[src/rtl/pta_pkg.sv]
package pta_pkg;

    localparam int MAX_RESULTS = 16;
    localparam int NRES_W      = $clog2(MAX_RESULTS + 1);

    typedef enum logic [2:0] {
        OP_INS_STATIC   = 3'd0,
        OP_INS_MOVABLE  = 3'd1,
        OP_RECT         = 3'd2,
        OP_CIRCLE       = 3'd3,
        OP_CIRCLE_ANGLE = 3'd4
    } t_op;

    typedef enum logic [1:0] {
        ST_INSERTED = 2'd0,
        ST_FULL     = 2'd1,
        ST_MATCH    = 2'd2,
        ST_NOMATCH  = 2'd3
    } t_status;

    typedef enum logic [1:0] {
        BK_IDLE,
        BK_SCAN,
        BK_DRAIN
    } t_bk_state;

    typedef struct packed {
        t_op                op;
        logic        [15:0] id;
        logic signed [15:0] x;
        logic signed [15:0] y;
        logic signed [15:0] angle;
        logic signed [15:0] xmin;
        logic signed [15:0] xmax;
        logic signed [15:0] ymin;
        logic signed [15:0] ymax;
        logic        [15:0] radius;
        logic signed [15:0] amin;
        logic signed [15:0] amax;
    } t_cmd;

    typedef struct packed {
        logic               kind;
        logic        [15:0] id;
        logic signed [15:0] x;
        logic signed [15:0] y;
        logic signed [15:0] angle;
    } t_entry;

    typedef struct packed {
        t_status     status;
        logic [15:0] id;
        logic        last;
    } t_result;

endpackage

[src/rtl/point_table_area_query.sv]
// channel  | handshake         | fields
// ---------+-------------------+---------------------------------------------
// request  | push / full       | i_operation, i_obj_id, i_point_x/y, ...
// result   | empty / pop       | o_status, o_match_id, o_last_result
//
// Insert: one request per cycle sustained while the result queue has room.
// Query: one load step, entry count + 1 scan steps (one table memory read per
// cycle while the result queue has room), then the compare/square pipeline drains.
// Reset empties the table by zeroing the count; no clearing pass.
// A full result queue freezes the scan; a busy scan backs up the 2-deep
// request queue, then full rises.
module point_table_area_query #(
    parameter int CAPACITY = 16
) (
    input  logic               i_clk,
    input  logic               i_rst_n,
    input  logic               push,
    output logic               full,
    input  logic        [2:0]  i_operation,
    input  logic        [15:0] i_obj_id,
    input  logic signed [15:0] i_point_x,
    input  logic signed [15:0] i_point_y,
    input  logic signed [15:0] i_obj_angle,
    input  logic signed [15:0] i_area_xmin,
    input  logic signed [15:0] i_area_xmax,
    input  logic signed [15:0] i_area_ymin,
    input  logic signed [15:0] i_area_ymax,
    input  logic        [15:0] i_radius,
    input  logic signed [15:0] i_angle_min,
    input  logic signed [15:0] i_angle_max,
    output logic               empty,
    input  logic               pop,
    output logic        [1:0]  o_status,
    output logic        [15:0] o_match_id,
    output logic               o_last_result
);

    pta_pkg::t_cmd    w_in;
    pta_pkg::t_cmd    w_cmd;
    logic             w_cmd_valid;
    logic             w_cmd_pop;
    pta_pkg::t_result w_res;
    logic             w_res_push;
    logic             w_res_full;
    pta_pkg::t_result w_out;

    assign w_in.op     = pta_pkg::t_op'(i_operation);
    assign w_in.id     = i_obj_id;
    assign w_in.x      = i_point_x;
    assign w_in.y      = i_point_y;
    assign w_in.angle  = i_obj_angle;
    assign w_in.xmin   = i_area_xmin;
    assign w_in.xmax   = i_area_xmax;
    assign w_in.ymin   = i_area_ymin;
    assign w_in.ymax   = i_area_ymax;
    assign w_in.radius = i_radius;
    assign w_in.amin   = i_angle_min;
    assign w_in.amax   = i_angle_max;

    pta_front u_front (
        .i_clk       (i_clk),
        .i_rst_n     (i_rst_n),
        .i_push      (push),
        .i_cmd       (w_in),
        .o_full      (full),
        .o_cmd       (w_cmd),
        .o_cmd_valid (w_cmd_valid),
        .i_cmd_pop   (w_cmd_pop)
    );

    pta_back #(
        .CAPACITY (CAPACITY)
    ) u_back (
        .i_clk       (i_clk),
        .i_rst_n     (i_rst_n),
        .i_cmd       (w_cmd),
        .i_cmd_valid (w_cmd_valid),
        .o_cmd_pop   (w_cmd_pop),
        .o_res       (w_res),
        .o_res_push  (w_res_push),
        .i_res_full  (w_res_full)
    );

    pta_rq u_rq (
        .i_clk   (i_clk),
        .i_rst_n (i_rst_n),
        .i_push  (w_res_push),
        .i_data  (w_res),
        .o_full  (w_res_full),
        .i_pop   (pop),
        .o_empty (empty),
        .o_data  (w_out)
    );

    assign o_status      = w_out.status;
    assign o_match_id    = w_out.id;
    assign o_last_result = w_out.last;

    a_single_is_last: assert property (@(posedge i_clk) disable iff (!i_rst_n)
        (!empty && o_status != pta_pkg::ST_MATCH) |-> o_last_result)
        else $error("non-match result not marked last");

    a_single_no_id: assert property (@(posedge i_clk) disable iff (!i_rst_n)
        (!empty && o_status != pta_pkg::ST_MATCH) |-> (o_match_id == 16'd0))
        else $error("non-match result carries an id");

    a_no_lost_result: assert property (@(posedge i_clk) disable iff (!i_rst_n)
        w_res_push |-> !w_res_full)
        else $error("result pushed into full queue");

    a_pop_valid: assert property (@(posedge i_clk) disable iff (!i_rst_n)
        w_cmd_pop |-> w_cmd_valid)
        else $error("request popped from empty queue");

endmodule

[src/rtl/pta_front.sv]
module pta_front (
    input  logic          i_clk,
    input  logic          i_rst_n,
    input  logic          i_push,
    input  pta_pkg::t_cmd i_cmd,
    output logic          o_full,
    output pta_pkg::t_cmd o_cmd,
    output logic          o_cmd_valid,
    input  logic          i_cmd_pop
);

    localparam int QD = 2;

    pta_pkg::t_cmd r_q [QD];
    logic          r_wp;
    logic          r_rp;
    logic [1:0]    r_cnt;
    logic          w_known;
    logic          w_enq;
    logic          w_deq;

    // unknown codes are taken and dropped here
    always_comb begin
        w_known = 1'b0;
        case (i_cmd.op) inside
            pta_pkg::OP_INS_STATIC, pta_pkg::OP_INS_MOVABLE, pta_pkg::OP_RECT,
            pta_pkg::OP_CIRCLE, pta_pkg::OP_CIRCLE_ANGLE: w_known = 1'b1;
            default: w_known = 1'b0;
        endcase
    end

    assign o_full      = (r_cnt == 2'(QD));
    assign o_cmd_valid = (r_cnt != 2'd0);
    assign o_cmd       = r_q[r_rp];
    assign w_enq       = i_push && !o_full && w_known;
    assign w_deq       = i_cmd_pop && o_cmd_valid;

    always_ff @(posedge i_clk) begin
        if (!i_rst_n) begin
            r_wp  <= 1'b0;
            r_rp  <= 1'b0;
            r_cnt <= 2'd0;
        end else begin
            if (w_enq) begin
                r_wp <= ~r_wp;
            end
            if (w_deq) begin
                r_rp <= ~r_rp;
            end
            r_cnt <= r_cnt + 2'(w_enq) - 2'(w_deq);
        end
    end

    always_ff @(posedge i_clk) begin
        if (w_enq) begin
            r_q[r_wp] <= i_cmd;
        end
    end

endmodule

[src/rtl/pta_back.sv]
module pta_back #(
    parameter int CAPACITY = 16
) (
    input  logic             i_clk,
    input  logic             i_rst_n,
    input  pta_pkg::t_cmd    i_cmd,
    input  logic             i_cmd_valid,
    output logic             o_cmd_pop,
    output pta_pkg::t_result o_res,
    output logic             o_res_push,
    input  logic             i_res_full
);

    localparam int AW = (CAPACITY > 1) ? $clog2(CAPACITY) : 1;
    localparam int CW = $clog2(CAPACITY + 1);

    function automatic logic [15:0] abs_diff(logic signed [15:0] a, logic signed [15:0] b);
        logic [16:0] d;
        logic [16:0] nd;
        d  = {a[15], a} - {b[15], b};
        nd = 17'd0 - d;
        return d[16] ? nd[15:0] : d[15:0];
    endfunction

    pta_pkg::t_bk_state r_state, n_state;
    pta_pkg::t_entry    r_mem [CAPACITY];
    pta_pkg::t_entry    r_rd;
    pta_pkg::t_cmd      r_q;
    logic [CW-1:0]      r_count;
    logic [CW-1:0]      r_scan;
    logic [31:0]        r_r2;

    logic               r_s1_v, r_s1_t;
    logic               r_s2_v, r_s2_t, r_s2_kind, r_s2_rect, r_s2_ang;
    logic [15:0]        r_s2_id, r_s2_dx, r_s2_dy;
    logic               r_s3_v, r_s3_t, r_s3_kind, r_s3_rect, r_s3_ang;
    logic [15:0]        r_s3_id;
    logic [31:0]        r_s3_dx2, r_s3_dy2;

    logic               r_pend_v;
    logic [15:0]        r_pend_id;
    logic [pta_pkg::NRES_W-1:0] r_nres;
    logic               r_stop;

    logic               w_adv;
    logic               w_issue;
    logic               w_issue_term;
    logic               w_ins_write;
    logic               w_load;
    logic               w_dist_ok;
    logic               w_hit;
    logic               w_take;
    logic               w_is_rect;
    logic               w_is_angle;
    pta_pkg::t_entry    w_new;

    assign w_adv      = !i_res_full;
    assign w_is_rect  = (r_q.op == pta_pkg::OP_RECT);
    assign w_is_angle = (r_q.op == pta_pkg::OP_CIRCLE_ANGLE);
    assign w_dist_ok  = ({1'b0, r_s3_dx2} + {1'b0, r_s3_dy2}) <= {1'b0, r_r2};
    assign w_hit      = r_s3_kind &&
                        (r_s3_rect || (!w_is_rect && w_dist_ok && (!w_is_angle || r_s3_ang)));
    assign w_take     = w_adv && r_s3_v && !r_s3_t && w_hit && !r_stop;

    assign w_new.kind  = (i_cmd.op == pta_pkg::OP_INS_MOVABLE);
    assign w_new.id    = i_cmd.id;
    assign w_new.x     = i_cmd.x;
    assign w_new.y     = i_cmd.y;
    assign w_new.angle = i_cmd.angle;

    always_ff @(posedge i_clk) begin
        if (!i_rst_n) begin
            r_state <= pta_pkg::BK_IDLE;
        end else begin
            r_state <= n_state;
        end
    end

    always_comb begin
        n_state      = r_state;
        o_cmd_pop    = 1'b0;
        o_res_push   = 1'b0;
        o_res.status = pta_pkg::ST_INSERTED;
        o_res.id     = 16'd0;
        o_res.last   = 1'b1;
        w_issue      = 1'b0;
        w_issue_term = 1'b0;
        w_ins_write  = 1'b0;
        w_load       = 1'b0;
        case (r_state)
            pta_pkg::BK_IDLE: begin
                if (i_cmd_valid && w_adv) begin
                    o_cmd_pop = 1'b1;
                    case (i_cmd.op) inside
                        pta_pkg::OP_INS_STATIC, pta_pkg::OP_INS_MOVABLE: begin
                            o_res_push = 1'b1;
                            if (r_count < CW'(CAPACITY)) begin
                                w_ins_write = 1'b1;
                            end else begin
                                o_res.status = pta_pkg::ST_FULL;
                            end
                        end
                        pta_pkg::OP_RECT, pta_pkg::OP_CIRCLE, pta_pkg::OP_CIRCLE_ANGLE: begin
                            w_load  = 1'b1;
                            n_state = pta_pkg::BK_SCAN;
                        end
                        default: ;
                    endcase
                end
            end
            pta_pkg::BK_SCAN: begin
                if (w_adv) begin
                    w_issue = 1'b1;
                    if (r_scan == r_count) begin
                        w_issue_term = 1'b1;
                        n_state      = pta_pkg::BK_DRAIN;
                    end
                end
            end
            pta_pkg::BK_DRAIN: begin
                if (w_adv && r_s3_v && r_s3_t) begin
                    n_state = pta_pkg::BK_IDLE;
                end
            end
            default: n_state = pta_pkg::BK_IDLE;
        endcase

        // a match is held back until the next one or the end of the scan marks it
        if (w_adv && r_s3_v) begin
            if (r_s3_t) begin
                o_res_push   = 1'b1;
                o_res.status = r_pend_v ? pta_pkg::ST_MATCH : pta_pkg::ST_NOMATCH;
                o_res.id     = r_pend_v ? r_pend_id : 16'd0;
                o_res.last   = 1'b1;
            end else if (w_take && r_pend_v) begin
                o_res_push   = 1'b1;
                o_res.status = pta_pkg::ST_MATCH;
                o_res.id     = r_pend_id;
                o_res.last   = 1'b0;
            end
        end
    end

    always_ff @(posedge i_clk) begin
        if (!i_rst_n) begin
            r_count  <= '0;
            r_scan   <= '0;
            r_s1_v   <= 1'b0;
            r_s2_v   <= 1'b0;
            r_s3_v   <= 1'b0;
            r_pend_v <= 1'b0;
            r_nres   <= '0;
            r_stop   <= 1'b0;
        end else begin
            if (w_ins_write) begin
                r_count <= r_count + CW'(1);
            end
            if (w_load) begin
                r_scan   <= '0;
                r_pend_v <= 1'b0;
                r_nres   <= '0;
                r_stop   <= 1'b0;
            end else if (w_issue && !w_issue_term) begin
                r_scan <= r_scan + CW'(1);
            end
            if (w_adv) begin
                r_s1_v <= w_issue;
                r_s2_v <= r_s1_v;
                r_s3_v <= r_s2_v;
                if (r_s3_v && r_s3_t) begin
                    r_pend_v <= 1'b0;
                end else if (w_take) begin
                    r_pend_v <= 1'b1;
                    r_nres   <= r_nres + pta_pkg::NRES_W'(1);
                    if (r_nres == pta_pkg::NRES_W'(pta_pkg::MAX_RESULTS - 1)) begin
                        r_stop <= 1'b1;
                    end
                end
            end
        end
    end

    always_ff @(posedge i_clk) begin
        if (w_ins_write) begin
            r_mem[r_count[AW-1:0]] <= w_new;
        end
    end

    always_ff @(posedge i_clk) begin
        if (w_adv) begin
            r_rd <= r_mem[r_scan[AW-1:0]];
        end
    end

    always_ff @(posedge i_clk) begin
        if (w_load) begin
            r_q  <= i_cmd;
            r_r2 <= i_cmd.radius * i_cmd.radius;
        end
        if (w_take) begin
            r_pend_id <= r_s3_id;
        end
        if (w_adv) begin
            r_s1_t    <= w_issue_term;
            r_s2_t    <= r_s1_t;
            r_s2_id   <= r_rd.id;
            r_s2_kind <= (r_rd.kind == !w_is_rect);
            r_s2_rect <= w_is_rect &&
                         (r_rd.x >= r_q.xmin) && (r_rd.x <= r_q.xmax) &&
                         (r_rd.y >= r_q.ymin) && (r_rd.y <= r_q.ymax);
            r_s2_ang  <= (r_rd.angle > r_q.amin) && (r_rd.angle < r_q.amax);
            r_s2_dx   <= abs_diff(r_rd.x, r_q.x);
            r_s2_dy   <= abs_diff(r_rd.y, r_q.y);
            r_s3_t    <= r_s2_t;
            r_s3_id   <= r_s2_id;
            r_s3_kind <= r_s2_kind;
            r_s3_rect <= r_s2_rect;
            r_s3_ang  <= r_s2_ang;
            r_s3_dx2  <= r_s2_dx * r_s2_dx;
            r_s3_dy2  <= r_s2_dy * r_s2_dy;
        end
    end

endmodule

[src/rtl/pta_rq.sv]
module pta_rq (
    input  logic             i_clk,
    input  logic             i_rst_n,
    input  logic             i_push,
    input  pta_pkg::t_result i_data,
    output logic             o_full,
    input  logic             i_pop,
    output logic             o_empty,
    output pta_pkg::t_result o_data
);

    localparam int DEPTH = 4;
    localparam int PW    = $clog2(DEPTH);

    pta_pkg::t_result r_q [DEPTH];
    logic [PW-1:0]    r_wp;
    logic [PW-1:0]    r_rp;
    logic [PW:0]      r_cnt;
    logic             w_wr;
    logic             w_rd;

    assign o_full  = (r_cnt == (PW+1)'(DEPTH));
    assign o_empty = (r_cnt == '0);
    assign o_data  = r_q[r_rp];
    assign w_wr    = i_push && !o_full;
    assign w_rd    = i_pop && !o_empty;

    always_ff @(posedge i_clk) begin
        if (!i_rst_n) begin
            r_wp  <= '0;
            r_rp  <= '0;
            r_cnt <= '0;
        end else begin
            if (w_wr) begin
                r_wp <= r_wp + PW'(1);
            end
            if (w_rd) begin
                r_rp <= r_rp + PW'(1);
            end
            r_cnt <= r_cnt + (PW+1)'(w_wr) - (PW+1)'(w_rd);
        end
    end

    always_ff @(posedge i_clk) begin
        if (w_wr) begin
            r_q[r_wp] <= i_data;
        end
    end

endmodule

[config.mk]
export PLATFORM = sky130hd
export DESIGN_NAME = point_table_area_query
export DESIGN_NICKNAME = d
export VERILOG_FILES = /design/src/rtl/pta_pkg.sv /design/src/rtl/point_table_area_query.sv /design/src/rtl/pta_front.sv /design/src/rtl/pta_back.sv /design/src/rtl/pta_rq.sv
export SDC_FILE = /design/constraint.sdc
export NUM_CORES = 2
export LEC_CHECK = 0
export BUFFER_PORTS_ARGS = -buffer_cell sky130_fd_sc_hd__buf_4
export CAP_MARGIN = 10
export CORE_MARGIN = 1.5
export CORE_UTILIZATION = 45
export CTS_CLUSTER_DIAMETER = 100
export CTS_CLUSTER_SIZE = 28
export DETAILED_ROUTE_END_ITERATION = 6
export HOLD_SLACK_MARGIN = 0.1
export PLACE_DENSITY_LB_ADDON = 0.1
export SLEW_MARGIN = 20
export SYNTH_ARGS = -nofsm -noshare
export SYNTH_HDL_FRONTEND = slang
export SYNTH_SLANG_ARGS = --single-unit
[constraint.sdc]
create_clock -name i_clk -period 19.08 [get_ports i_clk]
set_input_delay 3.816 -clock i_clk [delete_from_list [all_inputs] [get_ports i_clk]]
set_output_delay 3.816 -clock i_clk [all_outputs]
set_load 0.1 [all_outputs]
==> flow_summary.json <==
{
  "post_cts_resized": 0,
  "clock-root-buffer": "clkbuf_16",
  "rows": 169,
  "multi_input_area_mm2": 0.0359,
  "holdCritPathClass": "reg -> reg",
  "worstPathArrival_ps": 8090,
  "grt_overflow": 0,
  "synth_edf_count": 1852,
  "nFillCells": 18200,
  "drive_gt1_share_pct": 15.0,
  "place.gp.congestion": 0.840,
  "cts_buffer_depth": 3,
  "synthesis.area_mm2": 0.0963,
  "endpoint_kind": "flop",
  "ys_warn_count": 0,
  "hold_start": "u_back.r_s2_id[3]",
  "grt_max_degree": 155,
  "ff2ff_setup_slack_ps": 11470,
  "finalHoldViolCount": 0,
  "syn_area_per_cell_um2": 15.6,
  "drtIter0Drc": 3203,
  "cts.sinks": 1888,
  "worst_slew_pin_slew_ps": 1040,
  "htree_levels": 3,
  "fmax_mhz": 131,
  "async_flop_share_pct": 0,
  "ys_ff_latch": 1888,
  "synth.distinct_cells": 92,
  "finalCritPeriodShare_pct": 39.9,
  "cts.clk_slew.worst_paths_ps": 100,
  "outcome": "finished, final reports clean",
  "fin_nets": 7525,
  "syn_to_final_growth_pct": 8.14,
  "io_buffer_count": 203,
  "finalSetupViolCount": 0,
  "rsz0062_at_grt": "false",
  "path_class": "reg -> reg",
  "fin_crit_ps": 7610,
  "ys.flop_type": "edfxtp_1",
  "cts_inserted_buffers": 88,
  "antenna_found_initial": 8,
  "fp.dieW_um": 466,
  "tns_ps": 0,
  "dpl.hpwl_mm": 139,
  "first_pass_iters": 5,
  "syn_nets": 7328,
  "core_mm2": 0.212,
  "drt_wl_total_mm": 212,
  "crit_fanout": 21,
  "routed_via_density": 5.32,
  "skew_ps": 64.4,
  "avgRoutedWirePerCell_um": 23.0,
  "required_ps": 19570,
  "dieArea_mm2": 0.217,
  "slew_violations": 0,
  "grt_pass1_vias": 52800,
  "worstSetupStartpointType": "flop",
  "die-height_um": 466,
  "synthCells": 6152,
  "clk_latency_ps": 770,
  "start_util_pct": 45.3,
  "regArea_mm2": 0.0564,
  "ys_seq_area_share_pct": 58.5,
  "grt_pass1_wl_mm": 325,
  "grt.total_usage_pct": 19.9,
  "drv_cap": 0,
  "detail-route-antenna-nets": 0,
  "num_vias": 49100,
  "tritoncts": "yes",
  "pin_count": 204,
  "relSlewSlack_pct": 30.6,
  "drc_errors": 0,
  "cts_hold_buffers": 0,
  "postCtsSetupRepairBufs": 0
}
## sequential cells by signal, summed over array words and instances, names as in the netlist, 3 cells and up, named ones only
signal / cells
u_back.r_mem: 1040
u_front.r_q: 358
u_back.r_q: 131
u_rq.r_q: 76
u_back.r_rd: 65
u_back.r_r2: 31
u_back.r_s3_dx2: 31
u_back.r_s3_dy2: 31
u_back.r_pend_id: 16
u_back.r_s2_dx: 16
u_back.r_s2_dy: 16
u_back.r_s2_id: 16
u_back.r_s3_id: 16
u_back.r_count: 5
u_back.r_nres: 5
u_back.r_scan: 5
u_rq.r_cnt: 3
## routing by layer
layer	wire length [um]	track usage, %	up-vias	share of wire, %
met5	13	0	-	0.0061
met4	4750	4.33	2	2.2
met3	5730	1.89	196	2.7
met2	113000	36.3	674	53
met1	88500	25.5	25700	42
li1	-	-	22500	-
## path summary, 6_finish.rpt
path                            end  cells past startpoint
hold / removal    u_back.r_s3_id[3]                      0
setup reg to reg    u_back.r_r2[25]                     24
hold reg to reg   u_back.r_s3_id[3]                      0
setup / recovery    u_back.r_r2[25]                     24
## kinds of logic after synthesis
logic type      share of synthesized area (%)
compound gates                           3.66
flops                                    58.5
buf+inv                                  4.30
mux                                      10.3
simple gates                             4.66
fa+ha+maj                                16.8
xor+xnor                                 1.77
## cells in the mapped netlist (84+ instances only)
cell | n | share of area (%)
edfxtp_1 | 1852 | 58
inv_1 | 927 | 3.6
ha_1 | 498 | 6.5
fa_1 | 495 | 10
mux4_2 | 344 | 8.0
nand2_1 | 258 | 1.0
nor2_1 | 233 | 0.91
mux2_2 | 175 | 2.0
and2_1 | 146 | 0.95
a21oi_1 | 142 | 0.74
xnor2_1 | 138 | 1.3
clkbuf_1 | 126 | 0.49
a21o_1 | 84 | 0.66
## through the flow
step	hold WS, ps	setup slack, ps	area (um^2)	cells	util (%)
3_3_place_gp	401	11660	101000	9080	47.7
2_1_floorplan	400	6810	96300	6152	-
3_5_place_dp	405	11510	101000	9080	47.7
5_1_grt	425	10970	104000	9222	49.0
6_report	420	11470	104000	9222	49.0
4_1_cts	416	11450	104000	9212	49.0
## final cells by class
| type | count | share of cell area [%] |
|---|---|---|
| antenna | 10 | 0.0240 |
| clock buffer | 105 | 2.18 |
| sequential | 1888 | 54.1 |
| clock inverter | 27 | 0.468 |
| inverter | 936 | 3.38 |
| multi-input combinational | 3169 | 34.5 |
| timing repair buffer | 266 | 1.94 |
| tap | 2821 | 3.39 |
## layout by cell type (no fill, tap or decap), drive strengths merged, types with 23 or more instances in the layout
master and n:
a21oi 143, o21a 40, nand4 34, clkbuf 105, and2 146, a21o 84
mux2 176, nor2 233, xor2 56, mux4 344, nor3 43, fa 495
nand2b 28, o21ai 84, edfxtp 1852, inv 942, nand3 51, buf 266
dfxtp 36, xnor2 138, nand2 258, ha 498, nor2b 42, o21bai 23
## worst max-delay path, cell delays in order, from the launching register on
cell and delay (ps):
dfxtp_4 560, mux2i_1 550, clkinv_1 510, nand2_1 260
inv_1 80, fa_1 540, inv_1 50, fa_1 440
fa_1 550, inv_1 60, fa_1 530, inv_1 50
fa_1 380, fa_1 510, inv_1 40, ha_1 330
a21o_1 190, a21oi_1 150, o32ai_1 100, a211oi_1 380
nand2_1 140, and3_1 230, o31a_1 260, o41ai_1 330
xnor2_1 110
Power is not shown: default switching activity piles up to over one toggle a cycle in this logic, so the estimate is an artifact.
